`config.mk`:
```
export PLATFORM = sky130hd
export DESIGN_NAME = stkvm_front
export DESIGN_NICKNAME = d
export VERILOG_FILES = /design/src/rtl/core/stkvm_pkg.sv /design/src/rtl/core/stkvm_front.sv
export SDC_FILE = /design/constraint.sdc
export NUM_CORES = 1
export LEC_CHECK = 0
export BUFFER_PORTS_ARGS = -buffer_cell sky130_fd_sc_hd__buf_2
export CAP_MARGIN = 15
export CORE_UTILIZATION = 47
export CTS_CLUSTER_DIAMETER = 200
export CTS_CLUSTER_SIZE = 14
export DETAILED_ROUTE_END_ITERATION = 7
export GPL_TIMING_DRIVEN = 0
export PLACE_DENSITY = 0.84
export SLEW_MARGIN = 20
export SYNTH_ARGS = -nofsm -noshare
export SYNTH_HDL_FRONTEND = slang
export SYNTH_SLANG_ARGS = --single-unit
```
`constraint.sdc`:
```
create_clock -name clk_i -period 3.75 [get_ports clk_i]
set_clock_uncertainty 0.15 [all_clocks]
set_input_delay 0.1875 -clock clk_i [delete_from_list [all_inputs] [get_ports clk_i]]
set_output_delay 0.1875 -clock clk_i [all_outputs]
set_load 0.005 [all_outputs]
```
`src/rtl/core/stkvm_pkg.sv`:
```
`default_nettype none
package stkvm_pkg;

  // STACK_DEPTH must be a power of two: the stack slot is the low pointer bits.
  localparam int unsigned STACK_DEPTH = 64;
  localparam int unsigned REG_COUNT   = 8;
  localparam int unsigned ADDR_BITS   = 16;
  localparam int unsigned Q_DEPTH     = 2;

  localparam int unsigned SP_W  = $clog2(STACK_DEPTH);
  localparam int unsigned REG_W = $clog2(REG_COUNT);
  localparam int unsigned Q_AW  = (Q_DEPTH > 1) ? $clog2(Q_DEPTH) : 1;
  localparam int unsigned Q_CW  = $clog2(Q_DEPTH + 1);

  localparam logic [REG_W-1:0] IP_IDX = REG_W'(REG_COUNT - 2);
  localparam logic [REG_W-1:0] SP_IDX = REG_W'(REG_COUNT - 1);
  localparam logic [31:0] ADDR_MASK =
    (ADDR_BITS >= 32) ? 32'hFFFF_FFFF : 32'((64'd1 << ADDR_BITS) - 64'd1);

  typedef enum logic [3:0] {
    OP_PSH = 4'd0,
    OP_POP = 4'd1,
    OP_LOG = 4'd2,
    OP_ADD = 4'd3,
    OP_SUB = 4'd4,
    OP_MUL = 4'd5,
    OP_DIV = 4'd6,
    OP_MOV = 4'd7,
    OP_SET = 4'd8,
    OP_IF  = 4'd9,
    OP_IFN = 4'd10,
    OP_JMP = 4'd11,
    OP_STR = 4'd12,
    OP_RTS = 4'd13,
    OP_EXT = 4'd14,
    OP_NOP = 4'd15
  } op_e;

  typedef enum logic [1:0] {
    ERR_NONE = 2'd0,
    ERR_OVF  = 2'd1,
    ERR_UNF  = 2'd2,
    ERR_DIV0 = 2'd3
  } err_e;

  typedef enum logic [1:0] {
    CLS_DIRECT = 2'd0,
    CLS_READ   = 2'd1,
    CLS_ALU    = 2'd2
  } cls_e;

  typedef enum logic [2:0] {
    S_IDLE = 3'd0,
    S_RDA  = 3'd1,
    S_RDB  = 3'd2,
    S_CALC = 3'd3,
    S_DIV  = 3'd4,
    S_WB   = 3'd5,
    S_TOP  = 3'd6,
    S_OUT  = 3'd7
  } state_e;

  typedef struct packed {
    logic [3:0]         mode;
    logic [2:0]         reg_a;
    logic [2:0]         reg_b;
    logic signed [31:0] imm;
    logic [15:0]        target;
  } in_t;

  typedef struct packed {
    logic [15:0]        next_ip;
    logic               halted;
    logic               log_valid;
    logic signed [31:0] log_value;
    logic [1:0]         error;
    logic signed [31:0] top_value;
  } out_t;

  typedef struct packed {
    op_e              op;
    cls_e             cls;
    logic [REG_W-1:0] ra;
    logic [REG_W-1:0] rb;
    logic [31:0]      imm;
    logic [15:0]      target;
  } dec_t;

  // Reduce a 3-bit register operand modulo REG_COUNT (REG_COUNT >= 4).
  function automatic logic [REG_W-1:0] reg_idx(input logic [2:0] x);
    logic [7:0] v;
    v = {5'd0, x};
    if (v >= 8'(REG_COUNT)) begin
      v = v - 8'(REG_COUNT);
    end
    return v[REG_W-1:0];
  endfunction

  function automatic logic [SP_W-1:0] slot(input logic [31:0] sp);
    return sp[SP_W-1:0];
  endfunction

  function automatic err_e range_code(input logic [31:0] sp);
    if (sp[31]) begin
      return ERR_UNF;
    end
    if (sp >= 32'(STACK_DEPTH)) begin
      return ERR_OVF;
    end
    return ERR_NONE;
  endfunction

endpackage
`default_nettype wire

```
`src/rtl/core/stkvm_front.sv`:
```
`default_nettype none
module stkvm_front (
  input  wire logic             clk_i,
  input  wire logic             rst_ni,
  input  wire logic             in_valid_i,
  output logic                  in_stall_o,
  input  wire stkvm_pkg::in_t   in_data_i,
  output logic                  q_valid_o,
  output stkvm_pkg::dec_t       q_item_o,
  input  wire logic             q_pop_i
);

  stkvm_pkg::dec_t                 fifo_q [stkvm_pkg::Q_DEPTH];
  logic [stkvm_pkg::Q_AW-1:0]      wr_ptr_q, wr_ptr_d, rd_ptr_q, rd_ptr_d;
  logic [stkvm_pkg::Q_CW-1:0]      cnt_q, cnt_d;
  stkvm_pkg::dec_t                 dec;
  logic                            push, pop;

  // Classify by how much stack reading the instruction needs.
  always_comb begin
    dec.op     = stkvm_pkg::op_e'(in_data_i.mode);
    dec.ra     = stkvm_pkg::reg_idx(in_data_i.reg_a);
    dec.rb     = stkvm_pkg::reg_idx(in_data_i.reg_b);
    dec.imm    = in_data_i.imm;
    dec.target = in_data_i.target;
    case (dec.op)
      stkvm_pkg::OP_ADD, stkvm_pkg::OP_SUB,
      stkvm_pkg::OP_MUL, stkvm_pkg::OP_DIV: dec.cls = stkvm_pkg::CLS_ALU;
      stkvm_pkg::OP_STR:                    dec.cls = stkvm_pkg::CLS_READ;
      default:                              dec.cls = stkvm_pkg::CLS_DIRECT;
    endcase
  end

  assign in_stall_o = (cnt_q == stkvm_pkg::Q_CW'(stkvm_pkg::Q_DEPTH));
  assign push       = in_valid_i && !in_stall_o;
  assign q_valid_o  = (cnt_q != '0);
  assign pop        = q_pop_i && q_valid_o;
  assign q_item_o   = fifo_q[rd_ptr_q];

  always_comb begin
    wr_ptr_d = wr_ptr_q;
    rd_ptr_d = rd_ptr_q;
    cnt_d    = cnt_q;
    if (push) begin
      wr_ptr_d = (wr_ptr_q == stkvm_pkg::Q_AW'(stkvm_pkg::Q_DEPTH - 1)) ? '0
               : wr_ptr_q + 1'b1;
    end
    if (pop) begin
      rd_ptr_d = (rd_ptr_q == stkvm_pkg::Q_AW'(stkvm_pkg::Q_DEPTH - 1)) ? '0
               : rd_ptr_q + 1'b1;
    end
    if (push && !pop) begin
      cnt_d = cnt_q + 1'b1;
    end else if (pop && !push) begin
      cnt_d = cnt_q - 1'b1;
    end
  end

  always_ff @(posedge clk_i or negedge rst_ni) begin
    if (!rst_ni) begin
      wr_ptr_q <= '0;
      rd_ptr_q <= '0;
      cnt_q    <= '0;
    end else begin
      wr_ptr_q <= wr_ptr_d;
      rd_ptr_q <= rd_ptr_d;
      cnt_q    <= cnt_d;
    end
  end

  always_ff @(posedge clk_i) begin
    if (push) begin
      fifo_q[wr_ptr_q] <= dec;
    end
  end

endmodule
`default_nettype wire

```
# Word level (Yosys, flattened, before mapping)
# Memory sizes are Yosys's and may differ from the RTL's.
# Index checks and enable logic that the tools add are counted.
# op_classes
mux	7
reduce_logical	10
eq_ne	6
n_addsub	4
# op_table
cell	count
== test 4 x 3 -> 1 bit, second input constant	3
== test 4 x 2 -> 1 bit, second input constant	1
== test 4 bit, second input constant	1
logical AND 1 bit	4
2-to-1 mux 1 bit	4
2-to-1 mux 2 bit	2
one-hot mux 2 bit (2 select lines)	1
nonzero test 2 bit	2
OR reduction 4 bit	1
zero test 1 bit	3
adder 1 bit, second input constant	2
adder 2 x 1 -> 2 bit, second input constant	1
== test 2 bit, second input constant	1
subtractor 2 x 1 -> 2 bit, second input constant	1
# totals
n_memories	1
inputBits	62
reg_bits	4
ram_bits	120
elab_cells	31
# memory_table
memory	words	width	read_ports	rd_clocked_by_memory_dff	wr	line	rtl
fifo_q	2	60	1	0	1	stkvm_front.sv:13	stkvm_pkg::dec_t fifo_q [stkvm_pkg::Q_DEPTH];

# Depth between registers and ports, before layout
# Gate-level depths: netlist of the first run.
# depth
ltp_word	7
ltp_mapped	7

# Worst setup path after synthesis of the first run
# OpenSTA, ideal clock, no wires.
# synth_path
kind	reg2reg
startpoint	reg cnt_q[0] (netlist bit)
endpoint	mem fifo_q[0][0] (netlist bit), enable pin
setup_slack_ns	-0.012
path_stages_with_launch	4
period_less_slack_ns	3.762
required_ns	3.122
arrival_ns	3.134
path_buffers	0
path_cell_list	dfrtp_1 > nand2b_1 > nand2_1 > nor2_1
# synth_via
elab_chain_cells	5
# synth_rtl
item	line	rtl
start, declared	stkvm_front.sv:15	logic [stkvm_pkg::Q_CW-1:0] cnt_q, cnt_d;
start signal, assigned	stkvm_front.sv:67	cnt_q <= cnt_d;
== test 2 bit	stkvm_front.sv:34	assign in_stall_o = (cnt_q == stkvm_pkg::Q_CW'(stkvm_pkg::Q_DEPTH));
zero test 1 bit	stkvm_front.sv:35	assign push = in_valid_i && !in_stall_o;
logical AND 1 bit	stkvm_front.sv:35	
2-to-1 mux 1 bit	stkvm_front.sv:72	if (push) begin
2-to-1 mux 1 bit (not written as such)	stkvm_front.sv:73	fifo_q[wr_ptr_q] <= dec;
end, declared	stkvm_front.sv:13	
# No other way between the ends.

# Final worst setup path of the first run
# layout_path
startpoint	reg cnt_q[0] (netlist bit)
endpoint	mem fifo_q[0][17] (netlist bit), enable pin
# The elaborated chain is that of the path after synthesis.

==> results.sh, run 1 <==
export IMPL_post_cts_repair_setup_buffers=0
export IMPL_grt_pass1_wl_mm=13.6
export IMPL_h_tree_depth=4
export IMPL_core_mm2=0.00991
export IMPL_synthToLayoutAreaGrowth_pct=41.1
export IMPL_power_density_mw_per_mm2=732
export IMPL_hp_start="in_data_i[30]"
export IMPL_final_common_cell="buf_2"
export IMPL_rsz0062_at_grt="false"
export IMPL_hold_depth=2
export IMPL_synth_edf_count=120
export IMPL_relSlewSlack_pct=49.3
export IMPL_drt_first_pass_iters=4
export IMPL_start_util_pct=49.0
export IMPL_crit_path_start_kind="flip-flop"
export IMPL_final_cell_mix="buf_2, edfxtp_1, dlygate4sd3_1, mux2_4, clkbuf_16"
export IMPL_fin_setup_tns_ps=0
export IMPL_clock_latency_ps=500
export IMPL_row_count=36
export IMPL_fin_nets=481
export IMPL_vdd_drop_max_mv=0.618
export IMPL_synth_cell_types=16
export IMPL_avgSynthCellArea_um2=23.0
export IMPL_n_antenna_cell=0
export IMPL_dpl_cell_area_mm2=0.00572
export IMPL_drc=0
export IMPL_end_kind="flip-flop"
export IMPL_cts_tree="built"
export IMPL_yosysTopAreaCellShare_pct=74.2
export IMPL_crit_reg2reg_capture="fifo_q[0][17]"
export IMPL_io_buffers=123
export IMPL_drive_above_1_share_pct=51.2
export IMPL_hold_class="in2reg"
export IMPL_fmax_mhz=445
export IMPL_fin_cells=563
export IMPL_synth_top_flop_cell="edfxtp_1"
export IMPL_netlist_area_mm2=0.00485
export IMPL_rr_worst_depth=5
export IMPL_async_reset_ff_share_pct=3.23
export IMPL_dp_hpwl_mm=5.40
export IMPL_postRouteAntennaNets=0
export IMPL_first_iter_violations=98
export IMPL_fin_crit_ps=2250
export IMPL_r2r_slack_ps=1500
export IMPL_cts_resized=0
export IMPL_cp_required_ps=3810
export IMPL_root_buffer="clkbuf_8"
export IMPL_cp_max_fo=24
export IMPL_die_h_um=104
export IMPL_status="completed"
export IMPL_grt_pass1_vias=2796
export IMPL_grt_max_degree=35
export IMPL_syn_num_nets=274
export IMPL_num_io_pins=124
export IMPL_die_w_um=104
export IMPL_hold_viol_final=0
export IMPL_fill_cells=655
export IMPL_grt_use_total_pct=17.0
export IMPL_place_inst=470
export IMPL_drt_wl_total_mm=8.68
export IMPL_hold_end="fifo_q[0][30]"
export IMPL_maxCapViolations=0
export IMPL_synth_cells=211
export IMPL_gr_total_overflow=0
export IMPL_avgRoutedWirePerCell_um=15.4
export IMPL_synth_top_cell_by_area="edfxtp_1"
export IMPL_dieArea_mm2=0.0107
export IMPL_synth_seq_cells=124
export IMPL_clk_pin_slew_ps=50
export IMPL_worst_pin_slew_ps=758
export IMPL_utilization_pct=69.1
export IMPL_yosysSeqAreaShare_pct=76.3
export IMPL_cts_buffers_inserted=17
export IMPL_maxSlewViolCount=0
export IMPL_leakage_nw=2.81
export IMPL_clock_path_buffers=2
export IMPL_via_count=2602
export IMPL_period_share_pct=59.9
export IMPL_cp_arrival_ps=2300
export IMPL_via_per_inst=4.62
export IMPL_synthTopCellsByArea="edfxtp_1, mux2_4, buf_12"
export IMPL_antenna_found_initial=0
export IMPL_crit_type="reg2reg"
export IMPL_place_gp_congestion=0.674
export IMPL_cts_sinks=124
export IMPL_finalSetupViolCount=0
export IMPL_yosysWarningCount=0
export IMPL_reg2reg_from="cnt_q[0]"
export IMPL_finalInstanceArea_mm2=0.00685
[report_power, final]
part           switching, W  internal, W  total, W
logic              0.000692     0.000963   0.00166
registers         0.0000911      0.00190   0.00199
clock network      0.000510     0.000856   0.00137
[stage by stage]
step                hold WS (ps)  setup slack (ps)  total power [W]
floorplan                   -258               990          0.00308
global placement            -153               145          0.00355
detailed placement          -149              1470          0.00364
CTS                          228              1460          0.00507
global route                 235              1380          0.00525
finish                       258              1500          0.00501
[cell families after synthesis]
group / share of synthesized area (%)
flip-flops: 76.3
multiplexers: 18.5
AND/OR/NAND/NOR: 1.03
buffers and inverters: 2.86
XOR/XNOR: 1.08
adder cells (fa/ha/maj): 0.258
[flip-flops by register name (all words and copies together) (netlist names)]
register	flops
fifo_q	120
cnt_q	2
wr_ptr_q	1
rd_ptr_q	1
[repair_timing]
item	4_1_cts	5_1_grt
setup endpoints to repair	0	0
hold endpoints to repair	127	0
hold buffers	62	0
[metal layers]
metal  vias up  track usage, %  wire (um)
li1       1241               -          -
met1      1254            17.8       3420
met2        89            30.9       4670
met3        18            5.41        409
met4         0            7.66        169
met5         -               0          0
[cells in the mapped netlist, types with 2 or more instances]
cell      number
mux2_4        59
xnor2_1        3
dfrtp_1        4
nor2_1         3
xor2_1         3
nand2_1        4
buf_12         6
edfxtp_1     120
inv_1          2
[worst max-delay path: stages, from the launching register on]
cell and delay (ps):
dfrtp_1 410, nand2b_1 180, nand2_1 160, nor2_4 620, buf_16 250, buf_16 170
[area by class of cell]
class                   instances  area (um2)  share of cell area, %
inverters                       2        7.51                  0.110
plain buffers                   7         131                   1.92
well taps                     133         166                   2.43
clock inverters                11        78.8                   1.15
clock buffers                  20         425                   6.21
repair buffers                188        1310                   19.1
flip-flops and latches        124        3700                   54.1
multi-input cells              78        1020                   15.0
[worst max-delay path by stage]
stage | start | endpoint | slack (ps)
detailed placement | cnt_q[0] | fifo_q[0][2] | 1470
global placement | cnt_q[0] | fifo_q[0][0] | 140
CTS | cnt_q[0] | fifo_q[0][24] | 1460
floorplan | cnt_q[0] | fifo_q[0][0] | 990
finish | cnt_q[0] | fifo_q[0][17] | 1500
global route | cnt_q[0] | fifo_q[0][23] | 1380
Note: power is estimated with default switching activity, not from simulation.
==> run 2: changes to the inputs <==
--- a/config.mk
+++ b/config.mk
@@ -5,14 +5,15 @@
 export SDC_FILE = /design/constraint.sdc
 export NUM_CORES = 1
 export LEC_CHECK = 0
+export ABC_AREA = 1
 export BUFFER_PORTS_ARGS = -buffer_cell sky130_fd_sc_hd__buf_2
 export CAP_MARGIN = 15
-export CORE_UTILIZATION = 47
+export CORE_UTILIZATION = 52
 export CTS_CLUSTER_DIAMETER = 200
 export CTS_CLUSTER_SIZE = 14
 export DETAILED_ROUTE_END_ITERATION = 7
 export GPL_TIMING_DRIVEN = 0
-export PLACE_DENSITY = 0.84
+export PLACE_DENSITY = 0.88
 export SLEW_MARGIN = 20
 export SYNTH_ARGS = -nofsm -noshare
 export SYNTH_HDL_FRONTEND = slang
==> constraint.sdc (replaced) <==
create_clock -name clk_i -period 2.3 [get_ports clk_i]
set_clock_uncertainty 0.15 [all_clocks]
set_input_delay 0.115 -clock clk_i [delete_from_list [all_inputs] [get_ports clk_i]]
set_output_delay 0.115 -clock clk_i [all_outputs]
set_load 0.005 [all_outputs]
==> run 2 against run 1 <==
Non-clock buffer count grew 6. First-iteration DRC count up 57%. Sequential power is 62% higher. Register-to-register slack worse by 1300 ps. Fmax grew 6.1%. Die area fell by 13%. Setup slack worse by 1300 ps. Global-route usage rose by 6.3 points. Critical endpoint unchanged. Design area is 2.4% lower. Clock power increased by 82%. Sequential share of layout area grew 1.3 points. Synthesized area is 4.0% lower.
==> results.sh, run 2 <==
export IMPL_status="completed"
export IMPL_fin_nets=622
export IMPL_final_cell_mix="nand2_1, buf_2, edfxtp_1, dlygate4sd3_1, clkbuf_16"
export IMPL_crit_path_end="fifo_q[0][17]"
export IMPL_finalSetupViolCount=0
export IMPL_largest_register="fifo_q"
export IMPL_grt_use_total_pct=23.2
export IMPL_rsz0062_at_grt="false"
export IMPL_final_common_cell="nand2_1"
export IMPL_via_count=3330
export IMPL_power_density_mw_per_mm2=1230
export IMPL_synth_cell_types=21
export IMPL_startpoint="cnt_q[0]"
export IMPL_root_buffer="clkbuf_8"
export IMPL_drive_above_1_share_pct=31.1
export IMPL_crit_slowest_cell="dfrtp_1"
export IMPL_synth_edf_count=120
export IMPL_crit_chain="nor2_2, nor2_4, nand2_1, clkinvlp_4, buf_12"
export IMPL_yosysSeqAreaShare_pct=79.5
export IMPL_power_w=0.00819
export IMPL_period_share_pct=92.0
export IMPL_crit_reg2reg_capture="fifo_q[0][17]"
export IMPL_synth_cells=351
export IMPL_power_frac_comb_pct=30.2
export IMPL_avgSynthCellArea_um2=13.3
export IMPL_maxSlewViolCount=0
export IMPL_ys_top_cells_by_count="nand2_1, edfxtp_1, inv_1, buf_2, buf_6"
export IMPL_dpl_cell_area_mm2=0.00550
export IMPL_intPower_w=0.00562
export IMPL_n_antenna_cell=0
export IMPL_synth_top_cell_by_area="edfxtp_1"
export IMPL_reg_largest_list="fifo_q x120, cnt_q x2"
export IMPL_first_iter_violations=154
export IMPL_synthToLayoutAreaGrowth_pct=43.5
export IMPL_cp_max_fo=30
export IMPL_postRouteAntennaNets=0
export IMPL_cp_required_ps=2390
export IMPL_end_kind="flip-flop"
export IMPL_yosysTopAreaCellShare_pct=77.4
export IMPL_core_mm2=0.00868
export IMPL_synth_seq_cells=124
export IMPL_dieArea_mm2=0.00934
export IMPL_synthTopCellsByArea="edfxtp_1, nand2_1, dfrtp_1"
export IMPL_cp_arrival_ps=2210
export IMPL_finalInstanceArea_mm2=0.00669
export IMPL_dp_hpwl_mm=5.96
export IMPL_largest_reg_flops=120
export IMPL_io_buffers=123
export IMPL_h_tree_depth=4
export IMPL_grt_pass1_wl_mm=16.5
export IMPL_crit_path_start_kind="flip-flop"
export IMPL_post_cts_repair_setup_buffers=0
export IMPL_async_reset_ff_share_pct=3.23
export IMPL_gr_total_overflow=0
export IMPL_hold_viol_final=0
export IMPL_fmax_mhz=472
export IMPL_p_switching_w=0.00258
export IMPL_cts_sinks=124
export IMPL_cp_slowest_stage_delay_ps=450
export IMPL_fill_cells=536
export IMPL_place_gp_congestion=0.768
export IMPL_vdd_drop_max_mv=0.756
export IMPL_clkPwrFrac_pct=30.4
export IMPL_row_count=34
export IMPL_netlist_area_mm2=0.00466
export IMPL_leakage_nw=2.91
export IMPL_clk_pin_slew_ps=60
export IMPL_die_h_um=96.6
export IMPL_cp_depth=5
export IMPL_synth_top_flop_cell="edfxtp_1"
export IMPL_start_util_pct=53.7
export IMPL_syn_num_nets=414
export IMPL_grt_max_degree=31
export IMPL_reg2reg_from="cnt_q[0]"
export IMPL_cts_tree="built"
export IMPL_grt_pass1_vias=3519
export IMPL_crit_type="reg2reg"
export IMPL_path_buf_inv=2
export IMPL_worst_pin_slew_ps=758
export IMPL_cp_top_family="buffers and inverters"
export IMPL_avgRoutedWirePerCell_um=15.3
export IMPL_drc=0
export IMPL_r2r_slack_ps=180
export IMPL_relSlewSlack_pct=49.3
export IMPL_maxCapViolations=0
export IMPL_rr_worst_depth=5
export IMPL_num_io_pins=124
export IMPL_drt_first_pass_iters=5
export IMPL_via_per_inst=4.90
export IMPL_drt_wl_total_mm=10.4
export IMPL_clock_latency_ps=490
export IMPL_die_w_um=96.6
export IMPL_yosysWarningCount=0
export IMPL_hold_class="in2reg"
export IMPL_clock_path_buffers=2
export IMPL_fin_crit_ps=2120
export IMPL_swShare_pct=31.4
export IMPL_p_seq_share_pct=39.3
export IMPL_yosysMostFrequentCell="nand2_1"
export IMPL_utilization_pct=77.0
export IMPL_cts_buffers_inserted=17
export IMPL_antenna_found_initial=0
[run 2: changes by cell type after synthesis, moves of 5 or more]
cell | before | now
buf_12 | 6 | 0
mux2_4 | 59 | 0
inv_1 | 2 | 7
nand2_1 | 4 | 191
buf_6 | 1 | 6
buf_2 | 0 | 6
[run 2: repair_timing]
item                                   4_1_cts  5_1_grt
hold buffers                                62        0
setup endpoints to repair                   30       15
gates resized for setup                      0        1
endpoints found under the hold margin      127        0
gates cloned                                 1        0
[run 2: cell families after synthesis]
| group | share of synthesized area, % |
|---|---|
| AND/OR/NAND/NOR | 16.6 |
| flip-flops | 79.5 |
| buffers and inverters | 3.09 |
| AO/OA/AOI/OAI | 0.376 |
| XOR/XNOR | 0.188 |
| adder cells (fa/ha/maj) | 0.269 |
[run 2: power groups by stage]
| stage | combinational (W) | clock (W) | sequential, W |
|---|---|---|---|
| 2_1_floorplan | 0.00131 | 0 | 0.00323 |
| 3_3_place_gp | 0.00219 | 0 | 0.00325 |
| 3_5_place_dp | 0.00237 | 0 | 0.00326 |
| 4_1_cts | 0.00247 | 0.00251 | 0.00322 |
| 5_1_grt | 0.00275 | 0.00261 | 0.00327 |
| 6_report | 0.00248 | 0.00249 | 0.00322 |
[run 2: per-layer routing]
layer	track usage (%)	wire (um)
met1	26.6	4090
met2	41.5	5610
met3	6.43	568
met4	8.38	140
met5	0	0
[run 2: worst min-delay path by stage]
| stage | cells after the start | endpoint | slack, ps | start |
|---|---|---|---|---|
| after floorplan | 0 | cnt_q[0] | -330 | rst_ni |
| after global placement | 1 | cnt_q[0] | -220 | rst_ni |
| after detailed placement | 1 | cnt_q[0] | -220 | rst_ni |
| after CTS | 2 | fifo_q[0][49] | 160 | in_data_i[49] |
| after global routing | 2 | fifo_q[0][37] | 170 | in_data_i[37] |
| final | 2 | fifo_q[0][37] | 190 | in_data_i[37] |
[run 2: cell type report]
cell class | instances | area (um2) | area share (%)
multi-input cells | 205 | 818 | 12.2
flip-flops and latches | 124 | 3700 | 55.4
clock inverters | 15 | 149 | 2.23
well taps | 108 | 135 | 2.02
repair inverters | 1 | 7.51 | 0.112
repair buffers | 188 | 1310 | 19.6
inverters | 9 | 42.5 | 0.636
clock buffers | 17 | 414 | 6.19
plain buffers | 13 | 105 | 1.57
[run 2: per-stage QoR]
step / hold WS (ps) / setup WS, ps / cells / setup TNS, ps
2_1_floorplan: -331 / 132 / 351 / 0
3_3_place_gp: -223 / -351 / 582 / -37090
3_5_place_dp: -222 / -0.0202 / 585 / -0.0202
4_1_cts: 162 / 43.8 / 680 / 0
5_1_grt: 175 / 41.2 / 680 / 0
6_report: 188 / 183 / 680 / 0
